File: config.mk
export PLATFORM = sky130hd
export DESIGN_NAME = lru_key_value_cache_unit
export DESIGN_NICKNAME = d
export VERILOG_FILES = /design/src/lru_kv_pkg.sv /design/src/lru_kv_ram.sv /design/src/lru_kv_rank.sv /design/src/lru_key_value_cache_unit.sv
export VERILOG_INCLUDE_DIRS = /design/src /design/src/src
export SDC_FILE = /design/constraint.sdc
export NUM_CORES = 2
export LEC_CHECK = 0
export BUFFER_PORTS_ARGS = -buffer_cell sky130_fd_sc_hd__buf_2
export CAP_MARGIN = 20
export CORE_ASPECT_RATIO = 1.2
export CORE_UTILIZATION = 60
export CTS_CLUSTER_SIZE = 25
export DETAILED_ROUTE_END_ITERATION = 8
export PLACE_DENSITY = 0.8
export SLEW_MARGIN = 20
export SYNTH_ARGS = -nofsm -noshare
export SYNTH_HDL_FRONTEND = slang
export SYNTH_HIERARCHICAL = 1
export SYNTH_SLANG_ARGS = --single-unit
export TNS_END_PERCENT = 50
File: constraint.sdc
create_clock -name i_clk -period 9.6 [get_ports i_clk]
set_input_delay 1.92 -clock i_clk [delete_from_list [all_inputs] [get_ports i_clk]]
set_output_delay 1.92 -clock i_clk [all_outputs]
set_load 0.01 [all_outputs]
File: src/lru_key_value_cache_unit_assert.svh
// assertion macros for the lru key value cache
`ifndef LRU_KEY_VALUE_CACHE_UNIT_ASSERT_SVH
`define LRU_KEY_VALUE_CACHE_UNIT_ASSERT_SVH

// same-cycle implication
`define LKV_ASSERT_IMP(label, clk, rst_n, ante, cons, msg) \
    label: assert property (@(posedge clk) disable iff (!(rst_n)) (ante) |-> (cons)) \
        else $error(msg);

// next-cycle implication
`define LKV_ASSERT_NXT(label, clk, rst_n, ante, cons, msg) \
    label: assert property (@(posedge clk) disable iff (!(rst_n)) (ante) |=> (cons)) \
        else $error(msg);

`endif

File: src/lru_kv_pkg.sv
// shared types and constants for the lru key value cache
`default_nettype none

package lru_kv_pkg;

    localparam int KEY_W   = 64;
    localparam int VALUE_W = 32;
    localparam int CAP_W   = 5;

    localparam logic [CAP_W-1:0] CAP_RESET = 5'd16;

    localparam logic CMD_INSERT = 1'b0;
    localparam logic CMD_LOOKUP = 1'b1;

    typedef struct packed {
        logic                      command;
        logic [KEY_W-1:0]          key;
        logic signed [VALUE_W-1:0] value;
    } t_in;

    typedef struct packed {
        logic                      hit;
        logic signed [VALUE_W-1:0] read_value;
        logic [KEY_W-1:0]          recent_key;
        logic                      recent_valid;
    } t_out;

    typedef enum logic [2:0] {
        ST_IDLE,
        ST_SCAN,
        ST_UPDATE,
        ST_FETCH,
        ST_DONE
    } t_state;

    typedef struct packed {
        logic clear;
        logic update;
        logic miss;
    } t_rank_cmd;

endpackage

`default_nettype wire

File: src/lru_kv_ram.sv
// generic single port ram with registered read
`default_nettype none

module lru_kv_ram #(
    parameter int WIDTH = 32,
    parameter int DEPTH = 16,
    localparam int AW = (DEPTH > 1) ? $clog2(DEPTH) : 1
) (
    input  wire logic             i_clk,
    input  wire logic             i_we,
    input  wire logic [AW-1:0]    i_addr,
    input  wire logic [WIDTH-1:0] i_wdata,
    output logic      [WIDTH-1:0] o_rdata
);

    logic [WIDTH-1:0] r_mem [DEPTH];
    logic [WIDTH-1:0] r_rdata;

    always_ff @(posedge i_clk) begin
        if (i_we) begin
            r_mem[i_addr] <= i_wdata;
        end
        r_rdata <= r_mem[i_addr];
    end

    assign o_rdata = r_rdata;

endmodule

`default_nettype wire

File: src/lru_kv_rank.sv
// entry valid bits and recency ranks with per-entry promote logic
`default_nettype none

module lru_kv_rank #(
    parameter int DEPTH = 16,
    localparam int IDX_W = (DEPTH > 1) ? $clog2(DEPTH) : 1
) (
    input  wire logic                  i_clk,
    input  wire logic                  i_rst_n,
    input  wire lru_kv_pkg::t_rank_cmd i_cmd,
    input  wire logic [IDX_W-1:0]      i_slot,
    input  wire logic [IDX_W-1:0]      i_old_rank,
    input  wire logic [IDX_W-1:0]      i_rd_idx,
    output logic                       o_valid,
    output logic [IDX_W-1:0]           o_rank
);

    import lru_kv_pkg::*;

    logic             r_valid [DEPTH];
    logic [IDX_W-1:0] r_rank  [DEPTH];
    logic             n_valid [DEPTH];
    logic [IDX_W-1:0] n_rank  [DEPTH];

    always_comb begin
        for (int i = 0; i < DEPTH; i++) begin
            n_valid[i] = r_valid[i];
            n_rank[i]  = r_rank[i];
            if (i_cmd.clear) begin
                n_valid[i] = 1'b0;
            end else if (i_cmd.update) begin
                if (IDX_W'(i) == i_slot) begin
                    n_valid[i] = 1'b1;
                    n_rank[i]  = '0;
                end else if (r_valid[i] && (i_cmd.miss || (r_rank[i] < i_old_rank))) begin
                    n_rank[i] = r_rank[i] + 1'b1;
                end
            end
        end
    end

    always_ff @(posedge i_clk) begin
        if (!i_rst_n) begin
            for (int i = 0; i < DEPTH; i++) begin
                r_valid[i] <= 1'b0;
                r_rank[i]  <= '0;
            end
        end else begin
            for (int i = 0; i < DEPTH; i++) begin
                r_valid[i] <= n_valid[i];
                r_rank[i]  <= n_rank[i];
            end
        end
    end

    assign o_valid = r_valid[i_rd_idx];
    assign o_rank  = r_rank[i_rd_idx];

endmodule

`default_nettype wire

File: src/lru_key_value_cache_unit.sv
// top level of the fully associative lru key value cache
//
// input channel i_in_valid / o_in_ready carries one command beat: insert or
// lookup of a key. output channel o_out_valid / i_out_ready carries one result
// beat per command: hit, read value, most recent key and its valid flag.
// a command walks the key ram one entry a cycle through a single key
// comparator, stopping at the first match, then updates ranks in the update
// state; a lookup hit then passes a fetch state for the value ram read. one
// command is in flight at a time; the next is taken once the result is
// registered, and the key ram scan sets how fast commands can follow.
// the output register holds a result while the receiver stalls; the next
// command is still accepted and scanned, and waits for the register to free.
// reset (synchronous, active low) empties the store and sets capacity to 16.
// a write on i_cfg_we, taken only while idle, sets capacity and empties the store.
`default_nettype none
`include "lru_key_value_cache_unit_assert.svh"

module lru_key_value_cache_unit #(
    parameter int DEPTH      = 16,
    parameter int KEY_BITS   = 64,
    parameter int VALUE_BITS = 32
) (
    input  wire logic                           i_clk,
    input  wire logic                           i_rst_n,
    input  wire logic                           i_in_valid,
    output logic                                o_in_ready,
    input  wire lru_kv_pkg::t_in                i_in,
    output logic                                o_out_valid,
    input  wire logic                           i_out_ready,
    output lru_kv_pkg::t_out                    o_out,
    input  wire logic                           i_cfg_we,
    input  wire logic [lru_kv_pkg::CAP_W-1:0]   i_cfg_data
);

    import lru_kv_pkg::*;

    localparam int IDX_W = (DEPTH > 1) ? $clog2(DEPTH) : 1;
    localparam int OCC_W = $clog2(DEPTH + 1);
    localparam int CMP_W = (OCC_W > CAP_W) ? OCC_W : CAP_W;

    t_state                r_state, n_state;
    logic                  r_cmd;
    logic [KEY_BITS-1:0]   r_key;
    logic [VALUE_BITS-1:0] r_val;
    logic [IDX_W-1:0]      r_idx, n_idx;
    logic [IDX_W-1:0]      r_chk, n_chk;
    logic                  r_chk_on, n_chk_on;
    logic [IDX_W-1:0]      r_slot, n_slot;
    logic                  r_hit, n_hit;
    logic [IDX_W-1:0]      r_old, n_old;
    logic [IDX_W-1:0]      r_free, n_free;
    logic                  r_free_ok, n_free_ok;
    logic [IDX_W-1:0]      r_lru, n_lru;
    logic [OCC_W-1:0]      r_occ, n_occ;
    logic [CAP_W-1:0]      r_cap, n_cap;
    logic [KEY_BITS-1:0]   r_rkey, n_rkey;
    logic                  r_rvalid, n_rvalid;
    logic [VALUE_W-1:0]    r_rd, n_rd;
    logic                  r_out_valid, n_out_valid;
    t_out                  r_out, n_out;

    logic                  accept;
    logic                  is_ins;
    logic                  full;
    logic                  match;
    logic [CMP_W-1:0]      cap_ext;
    logic [CMP_W-1:0]      eff_cap;
    logic [OCC_W-1:0]      occ_m1;
    logic [IDX_W-1:0]      upd_slot;

    logic                  key_we;
    logic [IDX_W-1:0]      key_addr;
    logic [KEY_BITS-1:0]   key_rdata;
    logic                  val_we;
    logic [VALUE_BITS-1:0] val_rdata;

    t_rank_cmd             rank_cmd;
    logic                  ent_valid;
    logic [IDX_W-1:0]      ent_rank;

    lru_kv_ram #(
        .WIDTH(KEY_BITS),
        .DEPTH(DEPTH)
    ) u_key_ram (
        .i_clk  (i_clk),
        .i_we   (key_we),
        .i_addr (key_addr),
        .i_wdata(r_key),
        .o_rdata(key_rdata)
    );

    lru_kv_ram #(
        .WIDTH(VALUE_BITS),
        .DEPTH(DEPTH)
    ) u_val_ram (
        .i_clk  (i_clk),
        .i_we   (val_we),
        .i_addr (upd_slot),
        .i_wdata(r_val),
        .o_rdata(val_rdata)
    );

    lru_kv_rank #(
        .DEPTH(DEPTH)
    ) u_rank (
        .i_clk     (i_clk),
        .i_rst_n   (i_rst_n),
        .i_cmd     (rank_cmd),
        .i_slot    (upd_slot),
        .i_old_rank(r_old),
        .i_rd_idx  (r_chk),
        .o_valid   (ent_valid),
        .o_rank    (ent_rank)
    );

    assign o_in_ready = (r_state == ST_IDLE);
    assign accept     = i_in_valid && o_in_ready;
    assign is_ins     = (r_cmd == CMD_INSERT);

    assign cap_ext = CMP_W'(r_cap);
    assign eff_cap = (cap_ext == '0) ? CMP_W'(1) :
                     ((cap_ext > CMP_W'(DEPTH)) ? CMP_W'(DEPTH) : cap_ext);
    assign full    = (CMP_W'(r_occ) >= eff_cap);
    assign occ_m1  = r_occ - 1'b1;
    assign match   = r_chk_on && ent_valid && (key_rdata == r_key);

    assign upd_slot = r_hit ? r_slot : (full ? r_lru : r_free);

    always_comb begin
        n_state     = r_state;
        n_idx       = r_idx;
        n_chk       = r_chk;
        n_chk_on    = r_chk_on;
        n_slot      = r_slot;
        n_hit       = r_hit;
        n_old       = r_old;
        n_free      = r_free;
        n_free_ok   = r_free_ok;
        n_lru       = r_lru;
        n_occ       = r_occ;
        n_cap       = r_cap;
        n_rkey      = r_rkey;
        n_rvalid    = r_rvalid;
        n_rd        = r_rd;
        n_out_valid = r_out_valid;
        n_out       = r_out;
        key_we      = 1'b0;
        key_addr    = r_idx;
        val_we      = 1'b0;
        rank_cmd    = '0;

        if (r_out_valid && i_out_ready) begin
            n_out_valid = 1'b0;
        end

        unique case (r_state)
            ST_IDLE: begin
                if (i_cfg_we) begin
                    n_cap          = i_cfg_data;
                    n_occ          = '0;
                    n_rvalid       = 1'b0;
                    rank_cmd.clear = 1'b1;
                end
                if (accept) begin
                    n_idx     = '0;
                    n_chk_on  = 1'b0;
                    n_hit     = 1'b0;
                    n_free_ok = 1'b0;
                    n_state   = ST_SCAN;
                end
            end
            ST_SCAN: begin
                key_addr = r_idx;
                n_chk    = r_idx;
                n_chk_on = 1'b1;
                if (r_idx != IDX_W'(DEPTH - 1)) begin
                    n_idx = r_idx + 1'b1;
                end
                if (r_chk_on) begin
                    if (!ent_valid && !r_free_ok) begin
                        n_free    = r_chk;
                        n_free_ok = 1'b1;
                    end
                    if (ent_valid && (ent_rank == occ_m1[IDX_W-1:0])) begin
                        n_lru = r_chk;
                    end
                    if (match) begin
                        n_slot  = r_chk;
                        n_hit   = 1'b1;
                        n_old   = ent_rank;
                        n_state = ST_UPDATE;
                    end else if (r_chk == IDX_W'(DEPTH - 1)) begin
                        n_state = ST_UPDATE;
                    end
                end
            end
            ST_UPDATE: begin
                key_addr = upd_slot;
                n_rd     = '0;
                n_state  = ST_DONE;
                if (r_hit) begin
                    val_we          = is_ins;
                    rank_cmd.update = 1'b1;
                    n_rkey          = r_key;
                    n_rvalid        = 1'b1;
                    if (!is_ins) begin
                        n_state = ST_FETCH;
                    end
                end else if (is_ins) begin
                    key_we          = 1'b1;
                    val_we          = 1'b1;
                    rank_cmd.update = 1'b1;
                    rank_cmd.miss   = 1'b1;
                    n_rkey          = r_key;
                    n_rvalid        = 1'b1;
                    if (!full) begin
                        n_occ = r_occ + 1'b1;
                    end
                end
            end
            ST_FETCH: begin
                n_rd    = VALUE_W'(val_rdata);
                n_state = ST_DONE;
            end
            ST_DONE: begin
                if (!r_out_valid || i_out_ready) begin
                    n_out.hit          = r_hit;
                    n_out.read_value   = r_rd;
                    n_out.recent_key   = r_rvalid ? KEY_W'(r_rkey) : '0;
                    n_out.recent_valid = r_rvalid;
                    n_out_valid        = 1'b1;
                    n_state            = ST_IDLE;
                end
            end
            default: begin
                n_state = ST_IDLE;
            end
        endcase
    end

    always_ff @(posedge i_clk) begin
        if (!i_rst_n) begin
            r_state <= ST_IDLE;
        end else begin
            r_state <= n_state;
        end
    end

    always_ff @(posedge i_clk) begin
        if (!i_rst_n) begin
            r_chk_on    <= 1'b0;
            r_occ       <= '0;
            r_cap       <= CAP_RESET;
            r_rvalid    <= 1'b0;
            r_out_valid <= 1'b0;
            r_free_ok   <= 1'b0;
            r_hit       <= 1'b0;
        end else begin
            r_chk_on    <= n_chk_on;
            r_occ       <= n_occ;
            r_cap       <= n_cap;
            r_rvalid    <= n_rvalid;
            r_out_valid <= n_out_valid;
            r_free_ok   <= n_free_ok;
            r_hit       <= n_hit;
        end
    end

    always_ff @(posedge i_clk) begin
        if (accept) begin
            r_cmd <= i_in.command;
            r_key <= i_in.key[KEY_BITS-1:0];
            r_val <= VALUE_BITS'($unsigned(i_in.value));
        end
        r_idx  <= n_idx;
        r_chk  <= n_chk;
        r_slot <= n_slot;
        r_old  <= n_old;
        r_free <= n_free;
        r_lru  <= n_lru;
        r_rkey <= n_rkey;
        r_rd   <= n_rd;
        r_out  <= n_out;
    end

    assign o_out_valid = r_out_valid;
    assign o_out       = r_out;

    `LKV_ASSERT_IMP(a_occ_recent, i_clk, i_rst_n, 1'b1,
        ((r_occ != '0) == r_rvalid), "occupancy and recent valid disagree")
    `LKV_ASSERT_NXT(a_accept_scan, i_clk, i_rst_n, accept,
        (r_state == ST_SCAN), "accepted command did not start a scan")
    `LKV_ASSERT_NXT(a_cfg_empty, i_clk, i_rst_n, (i_cfg_we && (r_state == ST_IDLE)),
        ((r_occ == '0) && !r_rvalid), "capacity write did not empty the store")
    `LKV_ASSERT_NXT(a_lookup_fetch, i_clk, i_rst_n, ((r_state == ST_UPDATE) && r_hit && !is_ins),
        (r_state == ST_FETCH), "lookup hit skipped the value read")

endmodule

`default_nettype wire

==> summary.md <==
| Metric | Value |
|---|---|
| Status | complete, no violations |
| Critical path capture point type | flop |
| Yosys reg bits | 2,045 |
| Pwr Density | 241 nW/um^2 |
| Number of max-cap violations | 0 |
| Die Ht | 397 um |
| Synth warnings | 6 |
| R2r startpoint | cap_ext[4]$_SDFFE_PN1P_ |
| Slew Viols, Final | 0 |
| Synthesized instance count | 3,851 |
| Buf/Inv on CP | 4 |
| Clk buf depth | 3 |
| Hold Path Cell Cnt | 0 |
| Maximum vdd drop | 0.253 mV |
| Final worst path period share | 57.3% |
| Final instance area | 87,200 um^2 |
| Register area share after synthesis | 76.4% |
| Number of global-route vias before repair | 41,548 |
| Number of enable flip-flop cells after synthesis | 1,860 |
| Post-DR wirelength/cell | 30.7 um |
| Kind of critical path | flop to flop |
| Clock Sink Count | 2,045 |
| Width of the die | 331 um |
| Tot GR Track Use | 28.2% |
| CTS tree | built |
| Cell breakdown of the critical path | inv_1 > nand2_1 > ha_1 > a21o_1 > a21o_1 > a221o_1 > mux2i_1 > a21oi_4 > mux2_8 > buf_4 > buf_4 > buf_16 > mux4_2 > a22oi_1 > nand2_1 |
| DP Wirelength | 92.2 mm |
| WL final | 184 mm |
| CP max stage delay | 840 ps |
| Antenna-violating nets left | 0 |
| Mapped Nets | 4,030 |
| Hold Path Sink | o_out[92]$_DFFE_PP_ |
| Critical path's slowest cell | buf_4 |
| Worst EP arrival | 6200 ps |
| Reg2reg setup slack | 4100 ps |
| Input/output buffers | 206 |
| Vias | 40,335 |
| Hold buffer count at CTS | 0 |
| Clock Skew | 28.0 ps |
| Max-slew headroom | 22.9% |
| Layout overhead on the synthesized area | 11.9% |
| Grt total ovfl | 0 |
| Distinct cells, synth | 72 |
| DRC errors left | 0 |
| Startpoint types | flop |
| Largest net degree at the start of global routing | 159 |
| Iteration-0 DRC Markers | 4,788 |
| Layout cells sized above 1 | 24.8% |
| Initial antenna violation count | 9 |
| CTS H-tree lvls | 4 |
| Global-route wire length before repair | 268 mm |
| Fin nets | 4,328 |
| Clk Latency, worst-skew pair | 830 ps |
| Clk slew on worst S/H paths | 70 ps |
| Most frequent cells in the layout | edfxtp_1 (1,860), mux4_2 (409), buf_2 (206) |
| Rows | 144 |
| Vias/cell | 6.73 |
| Setup TNS | 0 ps |
| Placed cell areas | 81,200 um^2 |
| Synth Flop Type | edfxtp_1 |
| Req. time, crit path | 10,300 ps |
| Ports | 207 |
| Routability Congestion | 0.812 |
| Syn_area_per_cell | 20.2 um^2 |
| Leakage | 28.1 nW |
| Min-Delay Path Class | flop to flop |
| Mapped Area | 78,000 um^2 |
| CTS root buf | clkbuf_16 |
| Final hold viol count | 0 |
| RSZ-0062 raised after global routing | no |
| Overall power | 21.0 mW |
| Setup violators final | 0 |
| Crit path max-delay family | buffers and inverters |
| Core area | 129,000 um^2 |
| Setup repair bufs after CTS | 0 |
| Max Clock Freq | 0.182 GHz |
| Maximum fanout along the worst path | 64 |
| Cts repair resizes | 0 |
| Reg2reg end | u_key_ram/o_rdata[18]$_DFF_P_ |
| Die area | 131,000 um^2 |
| Reg2Reg Depth | 15 |
| Worst-margin pin slew | 1160 ps |
| Starting density of the core | 60.6% |
| Hold_sp | r_rd[27]$_SDFFCE_PN0P_ |
| Fin crit period | 5500 ps |
| CTS buffer count | 184 |
| Commonest non-fill, non-tap cell in the layout | edfxtp_1 |
| Initial DRT Pass Iterations | 8 |
| Asr flop ratio synth | 0% |
-- cell type report --
cell class	count	area, um^2
clock buffer	247	5030
fill	7602	41400
timing repair buffer	296	1800
inverter	19	76.3
clock inverter	101	893
sequential	2045	59600
antenna	5	12.5
multi-input combinational	1603	17800
tap	1679	2100
-- per-layer routing --
| layer | track usage [%] | part of all wire (%) | up-vias |
|---|---|---|---|
| li1 | - | - | 16406 |
| met1 | 37.5 | 37 | 20849 |
| met2 | 46.3 | 50 | 2647 |
| met3 | 5.38 | 9.3 | 423 |
| met4 | 11.7 | 3.7 | 10 |
| met5 | 0 | 0.035 | - |
-- report_power, final --
group | switching, mW | internal (mW)
Combinational | 1.82 | 1.34
Clock | 3.28 | 3.98
Sequential | 0.378 | 10.2
-- flip-flops by register name, summed over array words and instances (netlist names), 64 cells and up --
signal	count
u_key_ram/r_mem	1024
u_val_ram/r_mem	512
u_rank/r_rank	64
r_key	64
u_key_ram/o_rdata	64
o_out	98
r_rkey	64
-- worst max path at each step --
stage                             from                              end  cells after the start
5_1_grt        cap_ext[4]$_SDFFE_PN1P_     u_key_ram/o_rdata[2]$_DFF_P_                     15
3_5_place_dp   cap_ext[4]$_SDFFE_PN1P_     u_key_ram/o_rdata[2]$_DFF_P_                     14
2_1_floorplan  cap_ext[4]$_SDFFE_PN1P_  u_key_ram/r_mem[0][0]$_DFFE_PP_                     11
6_report       cap_ext[4]$_SDFFE_PN1P_    u_key_ram/o_rdata[18]$_DFF_P_                     15
4_1_cts        cap_ext[4]$_SDFFE_PN1P_    u_key_ram/o_rdata[18]$_DFF_P_                     14
3_3_place_gp   cap_ext[4]$_SDFFE_PN1P_    u_key_ram/o_rdata[10]$_DFF_P_                     14
-- cell usage after synthesis, drive strengths merged (43+ instances only) --
library cell,n,area [um^2]
edfxtp,1860,55900
a21oi,83,430
ha,72,901
nor2,87,327
clkbuf,97,364
nand3,43,215
xor2,67,587
buf,87,547
dfxtp,185,3700
mux4,409,9210
o21ai,45,244
and3,43,269
nand2,178,668
and2,81,507
a22oi,192,1440
-- metrics by stage --
step           hold WS [ps]  util [%]  instances  worst slack (ps)
4_1_cts                 414      67.7       5987              3790
2_1_floorplan           400         -       3851              1950
6_report                414      67.8       5995              4100
3_5_place_dp            405      63.1       5639              3840
5_1_grt                 426      67.8       5992              3710
3_3_place_gp            401      63.1       5639              3960
-- kinds of logic after synthesis --
logic type / synth area share, %
AO/OA/AOI/OAI: 4.29
XOR/XNOR: 0.831
adder cells (fa/ha/maj): 1.16
buffers and inverters: 1.26
flip-flops: 76.4
multiplexers: 12.1
AND/OR/NAND/NOR: 4.00
-- worst reg2reg max path, delay by kind of cell, from the launching register on --
kind,cells,cell delay [ps]
fa+ha+maj,1,280
compound gates,5,1240
buf+inv,4,1860
simple gates,2,160
flops,1,310
mux,3,1520
Power figures use the tool's default switching activity.
